## src/hw/rtl/scl_pkg.sv

```systemverilog
package scl_pkg;

  // Configuration register indexes
  localparam logic [1:0] RegListenChannel  = 2'd0;
  localparam logic [1:0] RegStepLevels     = 2'd1;
  localparam logic [1:0] RegPhaseIncrement = 2'd2;
  localparam logic [1:0] RegPhasePeriod    = 2'd3;

  localparam logic OpcodeTick   = 1'b0;
  localparam logic OpcodeNoteOn = 1'b1;

  typedef enum logic [2:0] {
    OP_WAIT,   // idle, take the next transaction
    OP_PHASE,  // advance phase and step, load coefficient
    OP_MUL,    // product of stage difference and coefficient
    OP_ACC,    // fold product into the stage
    OP_EMIT    // fold product into the last stage and issue the result
  } op_e;

  typedef struct packed {
    op_e        op;
    logic [1:0] sel;
    logic [2:0] nxt;
  } ucode_t;

  typedef struct packed {
    op_e        op;
    logic [1:0] sel;
    logic       go;
  } dp_ctrl_t;

  typedef struct packed {
    logic tick_take;
    logic out_free;
  } seq_status_t;

  localparam int unsigned UcodeDepth = 8;

  localparam ucode_t Ucode [UcodeDepth] = '{
    '{OP_WAIT,  2'd0, 3'd1},
    '{OP_PHASE, 2'd0, 3'd2},
    '{OP_MUL,   2'd0, 3'd3},
    '{OP_ACC,   2'd0, 3'd4},
    '{OP_MUL,   2'd1, 3'd5},
    '{OP_ACC,   2'd1, 3'd6},
    '{OP_MUL,   2'd2, 3'd7},
    '{OP_EMIT,  2'd2, 3'd0}
  };

  // Q16 coefficient for level L: round(L * 65536 / 30)
  localparam logic [15:0] CoefTable [16] = '{
    16'd0,     16'd2185,  16'd4369,  16'd6554,
    16'd8738,  16'd10923, 16'd13107, 16'd15292,
    16'd17476, 16'd19661, 16'd21845, 16'd24030,
    16'd26214, 16'd28399, 16'd30583, 16'd32768
  };

endpackage

```

## src/hw/rtl/scl_if.sv

```systemverilog
interface scl_in_if;
  logic        valid;
  logic        ready;
  logic        opcode;
  logic [31:0] sample_in;
  logic [3:0]  event_channel;

  modport source (output valid, output opcode, output sample_in, output event_channel,
                  input ready);
  modport sink (input valid, input opcode, input sample_in, input event_channel,
                output ready);
endinterface

interface scl_out_if;
  logic        valid;
  logic        ready;
  logic [31:0] sample_out;

  modport source (output valid, output sample_out, input ready);
  modport sink (input valid, input sample_out, output ready);
endinterface

interface scl_cfg_if;
  logic        valid;
  logic        ready;
  logic [1:0]  index;
  logic [31:0] data;

  modport source (output valid, output index, output data, input ready);
  modport sink (input valid, input index, input data, output ready);
endinterface

```

## src/hw/rtl/scl_ucode_seq.sv

```systemverilog
module scl_ucode_seq (
  input  logic                 clk_i,
  input  logic                 rst_ni,
  input  scl_pkg::seq_status_t status_i,
  output scl_pkg::dp_ctrl_t    ctrl_o
);
  import scl_pkg::*;

  logic [2:0] upc_q, upc_d;
  ucode_t     word;
  logic       go;

  assign word = Ucode[upc_q];

  always_comb begin
    unique case (word.op)
      OP_WAIT: go = status_i.tick_take;
      OP_EMIT: go = status_i.out_free;
      default: go = 1'b1;
    endcase
    upc_d = go ? word.nxt : upc_q;
  end

  always_ff @(posedge clk_i or negedge rst_ni) begin
    if (!rst_ni) begin
      upc_q <= '0;
    end else begin
      upc_q <= upc_d;
    end
  end

  assign ctrl_o = '{op: word.op, sel: word.sel, go: go};

endmodule

```

## src/hw/rtl/scl_filter_dp.sv

```systemverilog
module scl_filter_dp (
  input  logic               clk_i,
  input  logic               rst_ni,
  input  scl_pkg::dp_ctrl_t  ctrl_i,
  input  logic               load_i,
  input  logic [15:0]        sample_top_i,
  input  logic [15:0]        coef_i,
  output logic [31:0]        sample_out_o
);
  import scl_pkg::*;

  logic signed [31:0] st_q [3];
  logic signed [31:0] chain_q;
  logic signed [49:0] prod_q;

  logic signed [31:0] st_cur;
  logic signed [32:0] diff;
  logic signed [49:0] prod;
  logic signed [49:0] prod_adj;
  logic signed [49:0] prod_shr;
  logic signed [31:0] st_new;
  logic signed [32:0] out_adj;
  logic signed [32:0] out_shr;

  assign st_cur = st_q[ctrl_i.sel];
  assign diff   = {chain_q[31], chain_q} - {st_cur[31], st_cur};
  assign prod   = diff * $signed({1'b0, coef_i});

  // Shift right by 16 rounding toward zero
  assign prod_adj = prod_q + (prod_q[49] ? 50'sd65535 : 50'sd0);
  assign prod_shr = prod_adj >>> 16;
  assign st_new   = st_cur + prod_shr[31:0];

  assign out_adj = {st_new[31], st_new} + (st_new[31] ? 33'sd65535 : 33'sd0);
  assign out_shr = out_adj >>> 16;
  assign sample_out_o = {out_shr[15:0], 16'h0000};

  always_ff @(posedge clk_i or negedge rst_ni) begin
    if (!rst_ni) begin
      st_q[0] <= '0;
      st_q[1] <= '0;
      st_q[2] <= '0;
    end else if ((ctrl_i.op == OP_ACC) || (ctrl_i.op == OP_EMIT && ctrl_i.go)) begin
      st_q[ctrl_i.sel] <= st_new;
    end
  end

  always_ff @(posedge clk_i) begin
    if (load_i) begin
      chain_q <= {sample_top_i, 16'h0000};
    end else if (ctrl_i.op == OP_ACC) begin
      chain_q <= st_new;
    end
    if (ctrl_i.op == OP_MUL) begin
      prod_q <= prod;
    end
  end

endmodule

```

## src/hw/rtl/stepped_cascade_lowpass_core.sv

```systemverilog
// Stepped three-stage lowpass core.
//
// in_i carries transactions: opcode 0 is a sample tick, opcode 1 a note-on on
// event_channel. A note-on on the listened channel restarts the step
// sequence and gives no result. A tick gives one result
// on out_o, filtered through three one-pole stages whose shared coefficient
// comes from the current step level.
// cfg_i writes a register by index (0 listen channel, 1 step levels,
// 2 phase increment, 3 phase period); it is always ready.
// A tick occupies the block for its accept cycle and a 7-step
// microprogram (phase update, then multiply and accumulate for each stage).
// The stages share a single multiplier. out_o.valid rises once the last
// step issues the result; in_i.ready is low while the program runs.
// A finished result waits in the output register while the next transaction
// is accepted; if it still waits when the next result is ready the program
// holds on its last step until out_o.ready.
// Reset idles the sequence, zeros the stages and loads register defaults.
module stepped_cascade_lowpass_core #(
  parameter int unsigned STEPS = 8
) (
  input  logic           clk_i,
  input  logic           rst_ni,
  scl_in_if.sink         in_i,
  scl_out_if.source      out_o,
  scl_cfg_if.sink        cfg_i
);
  import scl_pkg::*;

  localparam logic [3:0] StepsEnd = 4'(STEPS);

  logic [3:0]  listen_q;
  logic [31:0] levels_q;
  logic [15:0] incr_q;
  logic [19:0] period_q;

  logic        active_q, active_d;
  logic [2:0]  step_q, step_d;
  logic [20:0] phase_q, phase_d;
  logic [15:0] coef_q, coef_d;

  logic        out_valid_q;
  logic [31:0] out_data_q;

  dp_ctrl_t    ctrl;
  seq_status_t status;
  logic        in_take;
  logic        tick_take;
  logic        emit;
  logic [31:0] dp_sample;

  logic [21:0] sum;
  logic [21:0] sum_wrap;
  logic        wrap;
  logic [3:0]  idx;
  logic [3:0]  level;

  assign in_i.ready  = (ctrl.op == OP_WAIT);
  assign cfg_i.ready = 1'b1;
  assign in_take     = in_i.valid && in_i.ready;
  assign tick_take   = in_take && (in_i.opcode == OpcodeTick);
  assign emit        = (ctrl.op == OP_EMIT) && ctrl.go;

  assign status = '{tick_take: tick_take, out_free: !out_valid_q || out_o.ready};

  scl_ucode_seq u_seq (
    .clk_i    (clk_i),
    .rst_ni   (rst_ni),
    .status_i (status),
    .ctrl_o   (ctrl)
  );

  scl_filter_dp u_dp (
    .clk_i        (clk_i),
    .rst_ni       (rst_ni),
    .ctrl_i       (ctrl),
    .load_i       (tick_take),
    .sample_top_i (in_i.sample_in[31:16]),
    .coef_i       (coef_q),
    .sample_out_o (dp_sample)
  );

  // Phase advance, at most one wrap per tick
  assign sum      = {1'b0, phase_q} + {6'd0, incr_q};
  assign wrap     = sum > {2'b00, period_q};
  assign sum_wrap = sum - {2'b00, period_q};
  assign idx      = {1'b0, step_q} + {3'd0, wrap};

  always_comb begin
    active_d = active_q;
    step_d   = step_q;
    phase_d  = phase_q;
    coef_d   = coef_q;
    level    = levels_q[{step_q, 2'b00} +: 4];
    if (in_take && (in_i.opcode == OpcodeNoteOn) && (in_i.event_channel == listen_q)) begin
      active_d = 1'b1;
      step_d   = '0;
      phase_d  = '0;
    end else if (ctrl.op == OP_PHASE) begin
      if (active_q) begin
        phase_d = wrap ? sum_wrap[20:0] : sum[20:0];
        if (idx >= StepsEnd) begin
          active_d = 1'b0;
          step_d   = '0;
        end else begin
          step_d = idx[2:0];
        end
      end
      level  = levels_q[{step_d, 2'b00} +: 4];
      coef_d = active_d ? CoefTable[level] : 16'd0;
    end
  end

  always_ff @(posedge clk_i or negedge rst_ni) begin
    if (!rst_ni) begin
      listen_q <= '0;
      levels_q <= '0;
      incr_q   <= 16'd50;
      period_q <= 20'd100000;
    end else if (cfg_i.valid && cfg_i.ready) begin
      unique case (cfg_i.index)
        RegListenChannel:  listen_q <= cfg_i.data[3:0];
        RegStepLevels:     levels_q <= cfg_i.data;
        RegPhaseIncrement: incr_q   <= cfg_i.data[15:0];
        RegPhasePeriod:    period_q <= cfg_i.data[19:0];
        default: ;
      endcase
    end
  end

  always_ff @(posedge clk_i or negedge rst_ni) begin
    if (!rst_ni) begin
      active_q    <= 1'b0;
      step_q      <= '0;
      phase_q     <= '0;
      coef_q      <= '0;
      out_valid_q <= 1'b0;
    end else begin
      active_q <= active_d;
      step_q   <= step_d;
      phase_q  <= phase_d;
      coef_q   <= coef_d;
      if (emit) begin
        out_valid_q <= 1'b1;
      end else if (out_o.ready) begin
        out_valid_q <= 1'b0;
      end
    end
  end

  always_ff @(posedge clk_i) begin
    if (emit) begin
      out_data_q <= dp_sample;
    end
  end

  assign out_o.valid      = out_valid_q;
  assign out_o.sample_out = out_data_q;

endmodule

```

## src/flat_wrapper.sv

```systemverilog
// flat-port wrapper written by rule: the top's interface ports become plain ports
module stepped_cascade_lowpass_core_flat import scl_pkg::*;
#(
  parameter int unsigned STEPS = 8
)
  (clk_i, rst_ni, in_i_valid, in_i_opcode, in_i_sample_in, in_i_event_channel, in_i_ready, out_o_valid, out_o_sample_out, out_o_ready, cfg_i_valid, cfg_i_index, cfg_i_data, cfg_i_ready);
  scl_in_if in_i_i ();
  scl_out_if out_o_i ();
  scl_cfg_if cfg_i_i ();
  input  logic clk_i;
  input  logic rst_ni;
  input wire logic [$bits(in_i_i.valid)-1:0] in_i_valid;
  input wire logic [$bits(in_i_i.opcode)-1:0] in_i_opcode;
  input wire logic [$bits(in_i_i.sample_in)-1:0] in_i_sample_in;
  input wire logic [$bits(in_i_i.event_channel)-1:0] in_i_event_channel;
  output wire logic [$bits(in_i_i.ready)-1:0] in_i_ready;
  output wire logic [$bits(out_o_i.valid)-1:0] out_o_valid;
  output wire logic [$bits(out_o_i.sample_out)-1:0] out_o_sample_out;
  input wire logic [$bits(out_o_i.ready)-1:0] out_o_ready;
  input wire logic [$bits(cfg_i_i.valid)-1:0] cfg_i_valid;
  input wire logic [$bits(cfg_i_i.index)-1:0] cfg_i_index;
  input wire logic [$bits(cfg_i_i.data)-1:0] cfg_i_data;
  output wire logic [$bits(cfg_i_i.ready)-1:0] cfg_i_ready;
  assign in_i_i.valid = in_i_valid;
  assign in_i_i.opcode = in_i_opcode;
  assign in_i_i.sample_in = in_i_sample_in;
  assign in_i_i.event_channel = in_i_event_channel;
  assign in_i_ready = in_i_i.ready;
  assign out_o_valid = out_o_i.valid;
  assign out_o_sample_out = out_o_i.sample_out;
  assign out_o_i.ready = out_o_ready;
  assign cfg_i_i.valid = cfg_i_valid;
  assign cfg_i_i.index = cfg_i_index;
  assign cfg_i_i.data = cfg_i_data;
  assign cfg_i_ready = cfg_i_i.ready;
  stepped_cascade_lowpass_core #(.STEPS(STEPS)) u_core (.clk_i(clk_i), .rst_ni(rst_ni), .in_i(in_i_i), .out_o(out_o_i), .cfg_i(cfg_i_i));
endmodule
```

## config.mk

```make
export PLATFORM = sky130hd
export DESIGN_NAME = stepped_cascade_lowpass_core_flat
export DESIGN_NICKNAME = d
export VERILOG_FILES = /design/src/hw/rtl/scl_pkg.sv /design/src/hw/rtl/scl_if.sv /design/src/hw/rtl/scl_ucode_seq.sv /design/src/hw/rtl/scl_filter_dp.sv /design/src/hw/rtl/stepped_cascade_lowpass_core.sv /design/src/flat_wrapper.sv
export SDC_FILE = /design/constraint.sdc
export NUM_CORES = 2
export LEC_CHECK = 0
export BUFFER_PORTS_ARGS = -buffer_cell sky130_fd_sc_hd__buf_2
export CAP_MARGIN = 25
export CORE_UTILIZATION = 60
export DETAILED_ROUTE_END_ITERATION = 8
export PLACE_DENSITY = 0.77
export SYNTH_ARGS = -nofsm -noshare
export SYNTH_HDL_FRONTEND = slang
export SYNTH_SLANG_ARGS = --single-unit
export TNS_END_PERCENT = 100
```

## constraint.sdc

```tcl
create_clock -name clk_i -period 14.7 [get_ports clk_i]
set_input_delay 0.735 -clock clk_i [delete_from_list [all_inputs] [get_ports clk_i]]
set_output_delay 0.735 -clock clk_i [all_outputs]
set_load 0.005 [all_outputs]
```

# ---- After elaboration in Yosys (flattened, before gate mapping)
# Memory sizes are Yosys's and may differ from the RTL's.
# Cells that the tools add are included.
dict set report word_totals {
  output_inout_bits 35
  elab_cells 102
  ram_bits 0
  romBits 320
  memories 2
  inputBits 76
  ff_bits 311
  latchBits 0
}
# memory depth word_bits rd rd_ports_with_merged_regs write_ports line_no
set mem_list {}
lappend mem_list {{(no name shown)} 16 16 1 0 0 stepped_cascade_lowpass_core.sv:109} ;# coef_d = active_d ? CoefTable[level] : 16'd0;
lappend mem_list {{(no name shown)} 8 8 1 0 0 scl_ucode_seq.sv:13} ;# assign word = Ucode[upc_q];
dict set report op_classes {
  shifts 1
  bitwise_logic 5
  div_mod_pow 0
  n_mul 1
  reduce_logical 21
  magnitude_cmp 6
  addsub 7
  n_eq_ne 8
  muxes 34
}
# op count
set op_table {}
lappend op_table {{32-bit two-way mux} 5}
lappend op_table {{96-bit bitwise mux} 1}
lappend op_table {{21-bit two-way mux} 4}
lappend op_table {{16-bit two-way mux} 5}
lappend op_table {{32-bit binary-select mux with 2-bit select} 1}
lappend op_table {{32-bit demux with 2-bit select} 1}
lappend op_table {{33-bit by 17-bit multiplier with 50-bit output} 1}
lappend op_table {{48-bit by 17-bit adder with 48-bit output} 1}
lappend op_table {{32-bit by 32-bit subtractor with 33-bit output} 1}
lappend op_table {{32-bit by 17-bit adder with 32-bit output} 1}
lappend op_table {{32-bit adder} 1}
lappend op_table {{32-bit by 6-bit indexed part select with 4-bit output} 1}
lappend op_table {{21-bit by 16-bit adder with 22-bit output} 1}
lappend op_table {{22-bit by 20-bit greater-than comparator with 1-bit output} 1}
lappend op_table {{21-bit by 20-bit subtractor with 21-bit output} 1}
lappend op_table {{3-bit two-way mux} 6}
lappend op_table {{8-bit two-way mux} 2}
lappend op_table {{2-bit AND reduction} 6}
lappend op_table {{4-bit >= comparator (second input constant)} 2}
lappend op_table {{1-bit two-way mux} 8}
lappend op_table {{2-bit nonzero test} 4}
lappend op_table {{3-bit by 2-bit == test with 1-bit output (second input constant)} 2}
lappend op_table {{1-bit logical AND} 6}
lappend op_table {{5-bit >= comparator (second input constant)} 1}
lappend op_table {{17 further kinds} 20}

# ---- Longest topological paths before layout
dict set report logic_depth {
  ltp_word 15
  mapped_depth 44
  depth_no_buf 40
}

# ---- Cells and area by module
# From an unflattened synthesis, not the netlist that was laid out.
dict set report hier_totals {
  hier_cells 4030
  hier_area_um2 37653.6
}
# mod seq_area_each_um2 cells_each area_each_um2 n_inst
set modules_own_cells {}
lappend modules_own_cells {scl_filter_dp 4674.5 3351 29876.2 1}
lappend modules_own_cells {stepped_cascade_lowpass_core 3624.7 646 7490.9 1}
lappend modules_own_cells {scl_ucode_seq 75.1 33 286.5 1}

# ---- Least setup slack after synthesis
# Ideal clock, no wire load.
dict set report synth_timing {
  kind {flip-flop to flip-flop}
  startpoint {reg u_core.u_seq.upc_q[2]}
  endpoint {reg u_core.u_dp.prod_q[49], data pin}
  path_slack_ps 4485
  t_arrival_ps 9952
  synth_period_minus_slack_ps 10215
  t_required_ps 14436
  setup_ps 264
  stages_incl_launch_ff 45
  path_buffers 4
  cell_sequence {dfrtp_1 -> clkbuf_1 -> clkbuf_1 -> clkbuf_1 -> nor2_1 -> a21oi_1 -> ha_1 -> inv_1 -> fa_1 -> maj3_1 -> a21oi_1 -> a2111oi_2 -> o211ai_1 -> a211o_1 -> a21oi_1 -> a21oi_1 -> o21ai_0 -> a21oi_1 -> (+9 left out) -> fa_1 -> inv_1 -> fa_1 -> inv_1 -> ha_1 -> nand2_1 -> nor2_1 -> a21oi_1 -> o21ai_0 -> nand2b_1 -> o21ai_0 -> a221oi_1 -> a21bo_2 -> a221o_1 -> a21o_1 -> a31o_2 -> a211oi_1 -> xnor2_1}
}
dict set report synth_between {
  elab_chain_cells 10
}
# item line_no
set synth_rtl {}
lappend synth_rtl {{start, declared} scl_ucode_seq.sv:9} ;# logic [2:0] upc_q, upc_d;
lappend synth_rtl {{start signal, assigned} scl_ucode_seq.sv:28} ;# upc_q <= upc_d;
lappend synth_rtl {{3-bit NOT with 4-bit output (not written as such)} scl_ucode_seq.sv:13}
lappend synth_rtl {{memory read 8 x 8 bit} -}
lappend synth_rtl {{8-bit two-way mux (not written as such) (2 in a row)} scl_ucode_seq.sv:13}
lappend synth_rtl {{2-bit NOT with 3-bit output (not written as such)} scl_filter_dp.sv:25} ;# assign st_cur = st_q[ctrl_i.sel];
lappend synth_rtl {{32-bit binary-select mux with 2-bit select} scl_filter_dp.sv:25}
lappend synth_rtl {{32-bit two-way mux (not written as such) (2 in a row)} scl_filter_dp.sv:25}
lappend synth_rtl {{32-bit by 32-bit subtractor with 33-bit output} scl_filter_dp.sv:26} ;# assign diff = {chain_q[31], chain_q} - {st_cur[31], st_cur};
lappend synth_rtl {{33-bit by 17-bit multiplier with 50-bit output} scl_filter_dp.sv:27} ;# assign prod = diff * $signed({1'b0, coef_i});
lappend synth_rtl {{net u_core.u_dp.prod[49]} scl_filter_dp.sv:18} ;# logic signed [49:0] prod;
lappend synth_rtl {{end signal, assigned} scl_filter_dp.sv:55} ;# prod_q <= prod;
lappend synth_rtl {{end, declared} scl_filter_dp.sv:14} ;# logic signed [49:0] prod_q;
# The timed path passes the listed nets, and every way through them passes these cells. The select of a mux whose other input is x is not followed.
# A chain may end at the register's enable or synchronous reset.

# ---- Worst setup path after layout
# Ends and elaborated chain as after synthesis.

==> run metrics <==
largest net degree at the start of global routing=80; RSZ-0062 raised after global routing=no; sequential-to-total area share from yosys stat=21.76%; Clock Path Buffers=3; Starting DRT DRC Count=1736; Die Ht=247.9 um; status=finished clean; vias per std cell=5.599; total grt overflow=0; fraction of layout instances using a drive strength above 1=7.974%; Hold Buf Count CTS=0; Slew Viols, Final=0; H-tree depth=2; RD Place Congestion=0.9441; endpoints failing hold=0; crit end category=flop; FMAX=86.81 MHz; vias=26523; drt drc=0; full die area=0.06146 mm^2; EDFF count, synth=81; Post-CTS Setup Inserts=0; # setup viols final=0; MaxCap Viol Count=0; Mean Syn Cell Area=9.351 um^2; Starting Density=61.13%; area growth from synthesis to layout=7.066%; Total Routing Usage GR=29.76%; Critical-path top delay cell=xor2_1; Main synth FF type=dfrtp_1; Worst slew margin=28.78%; Most Frequent Cell on Critical Path=fa_1; post-CTS sizing=0; Syn Inst Count=3880; number of synthesized register bits=302; minimum clock period=11.52 ns; crit-path max cell delay=0.70 ns; routed wire length=86.19 mm; crit start category=flop; Crit Path Max Fanout=79; Mapped Area=0.03628 mm^2; Final #Nets=4773; Yosys cell types=94; core area=0.05935 mm^2; CTS root buf=clkbuf_16; post-DP HPWL=68.96 mm; Crit Path Class=flop to flop; initial antenna violation count=0; Clock Skews=0.05077 ns; vias in the first global route=27751; fill cell count=4795; asr flop ratio synth=67.88%; number of buffers added on ports=77; first-pass GRT wire length=143.3 mm; CTS clk-pin slew, worst paths=0.09 ns; Crit path required time=15.00 ns; crit share post-route=78.37%; Detail Route Antenna Nets=0; Die W=247.9 um; # clock sinks=302; Least-Margin Pin Slew=1.061 ns; Worst-Skew Late Latency=0.59 ns; drt first pass iters=6; Routed wire per std cell=18.20 um; io pins=111; Ys Warns=0; Arrival @ worst endpoint=11.82 ns; Hold Path Class=input pin to async pin; TritonCTS clock tree=built; cts bufs inserted=37; post-route setup TNS=0 ns; floorplan row count=89
[layout make-up]
class	instances	area [um^2]	share of cell area (%)
Sequential cell	302	7896	20.33
Timing Repair Buffer	121	733.2	1.887
Multi-Input combinational cell	2683	25000	64.35
Tap cell	773	967.2	2.490
Inverter	790	2965	7.634
Antenna cell	1	2.502	0.006442
Clock buffer	54	1124	2.892
Clock inverter	13	158.9	0.4091
[registers in the layout, indices dropped and copies added, names as in the netlist]
name,count
u_core.out_o.valid,1
u_core.listen_q,4
u_core.phase_q,21
u_core.u_dp.chain_q,32
u_core.u_seq.upc_q,3
u_core.u_dp.st_q,96
u_core.step_q,3
u_core.period_q,20
u_core.out_o.sample_out,16
u_core.active_q,1
u_core.u_dp.prod_q,49
u_core.levels_q,32
u_core.incr_q,16
u_core.coef_q,8
[cell usage after synthesis, types with 5 or more instances]
library cell	instances	area, um^2
mux2_2	76	855.8
and4_1	5	43.79
o31ai_1	8	60.06
fa_1	502	10050
nand2_1	427	1603
nand3_1	45	225.2
nand2b_1	31	193.9
ha_1	260	3253
o21a_1	22	165.2
clkbuf_1	95	356.6
nor3_1	31	155.2
dfrtp_1	196	4905
nor2b_1	33	206.5
o211ai_1	7	52.55
o21ai_0	198	991.0
xnor2_1	135	1182
a21o_1	103	773.2
and3_1	16	100.1
a21oi_1	169	845.8
nor3b_1	6	45.04
buf_4	17	127.6
edfxtp_1	81	2432
dfxtp_1	16	320.3
o21ai_1	12	60.06
or2_2	5	31.28
xor2_1	55	481.7
or3_1	10	62.56
inv_1	789	2962
o21bai_1	24	180.2
mux4_2	8	180.2
o22ai_1	11	68.82
nand4_1	28	175.2
mux2i_1	33	330.3
a211o_1	9	78.83
dfstp_2	9	236.5
nand3b_1	7	52.55
buf_1	5	18.77
nor2_1	167	626.9
a211oi_1	14	105.1
a31oi_1	11	68.82
and2_1	115	719.4
[stage by stage]
stage | cells | hold slack (ns) | worst slack (ns) | util, % | instance area, um^2
6_report | 4737 | 0.1725 | 3.180 | 65.45 | 38850
5_1_grt | 4736 | 0.2226 | 2.505 | 65.44 | 38840
4_1_cts | 4735 | 0.1929 | 3.302 | 65.43 | 38840
3_5_place_dp | 4668 | 0.4496 | 3.404 | 63.27 | 37550
3_3_place_gp | 4665 | 0.4438 | 3.625 | 63.22 | 37520
2_1_floorplan | 3895 | 0.4315 | 4.485 | - | 36340
[critical path, delay by kind of cell, from the launching register on]
kind            cells  cell delay, ns
compound gates     17            3.97
xor+xnor            2            0.81
fa+ha+maj          10            4.30
buf+inv             7            1.10
flops               1            0.34
simple gates        5            0.74
[placed cells by master, fill, tap and decap left out, drive strengths merged, types with 17 or more instances in the layout]
master / n
clkbuf: 54
nand2: 427
dfrtp: 196
ha: 260
edfxtp: 81
inv: 795
nand3: 45
o21bai: 24
xor2: 56
nor2: 167
fa: 502
mux2: 76
mux2i: 34
o21a: 22
a21oi: 169
buf: 121
nand2b: 31
nor3: 33
a21o: 103
o21ai: 210
nor2b: 33
conb: 17
and2: 117
nand4: 29
xnor2: 135
[cell families (layout without fill, tap and decap cells)]
| logic type | after synthesis | count (layout) | share of synthesized area (%) |
|---|---|---|---|
| AOI/OAI and AO/OA | 648 | 648 | 11.28 |
| buffers and inverters | 910 | 978 | 9.601 |
| DFF | 302 | 302 | 21.76 |
| adders and majority gates | 763 | 763 | 36.69 |
| other | 2 | 18 | 0.02070 |
| xor gates and xnor gates | 191 | 191 | 4.631 |
| muxes | 118 | 118 | 3.804 |
| and+or+nand+nor | 946 | 946 | 12.21 |
[path summary, 6_finish.rpt]
kind                                                      start                              endpoint  slack (ns)  depth (start not counted)
hold reg to reg            u_core.u_dp.chain_q[12]$_SDFFE_PP0P_  u_core.u_dp.chain_q[12]$_SDFFE_PP0P_        0.46                          2
max in group asynchronous                                rst_ni      u_core.u_dp.st_q[17]$_DFFE_PN0P_       13.14                          2
hold / removal                                           rst_ni       u_core.period_q[17]$_DFFE_PN0P_        0.17                          1
setup reg to reg              u_core.u_seq.upc_q[2]$_DFFE_PN0N_      u_core.u_dp.prod_q[49]$_DFFE_PN_        3.18                         41
min in group clk_i                               cfg_i_data[21]       u_core.levels_q[21]$_DFFE_PN0P_        0.40                          2
setup / recovery              u_core.u_seq.upc_q[2]$_DFFE_PN0N_      u_core.u_dp.prod_q[49]$_DFFE_PN_        3.18                         41
[layer usage]
layer  global-route usage, %  wire length (um)
met3                   3.439              4284
met5                       0                 0
met1                   38.58             35950
met4                   12.97              3914
met2                   50.43             42040
Power is not shown: default switching activity piles up to over one toggle a cycle in this logic, so the estimate is an artifact.
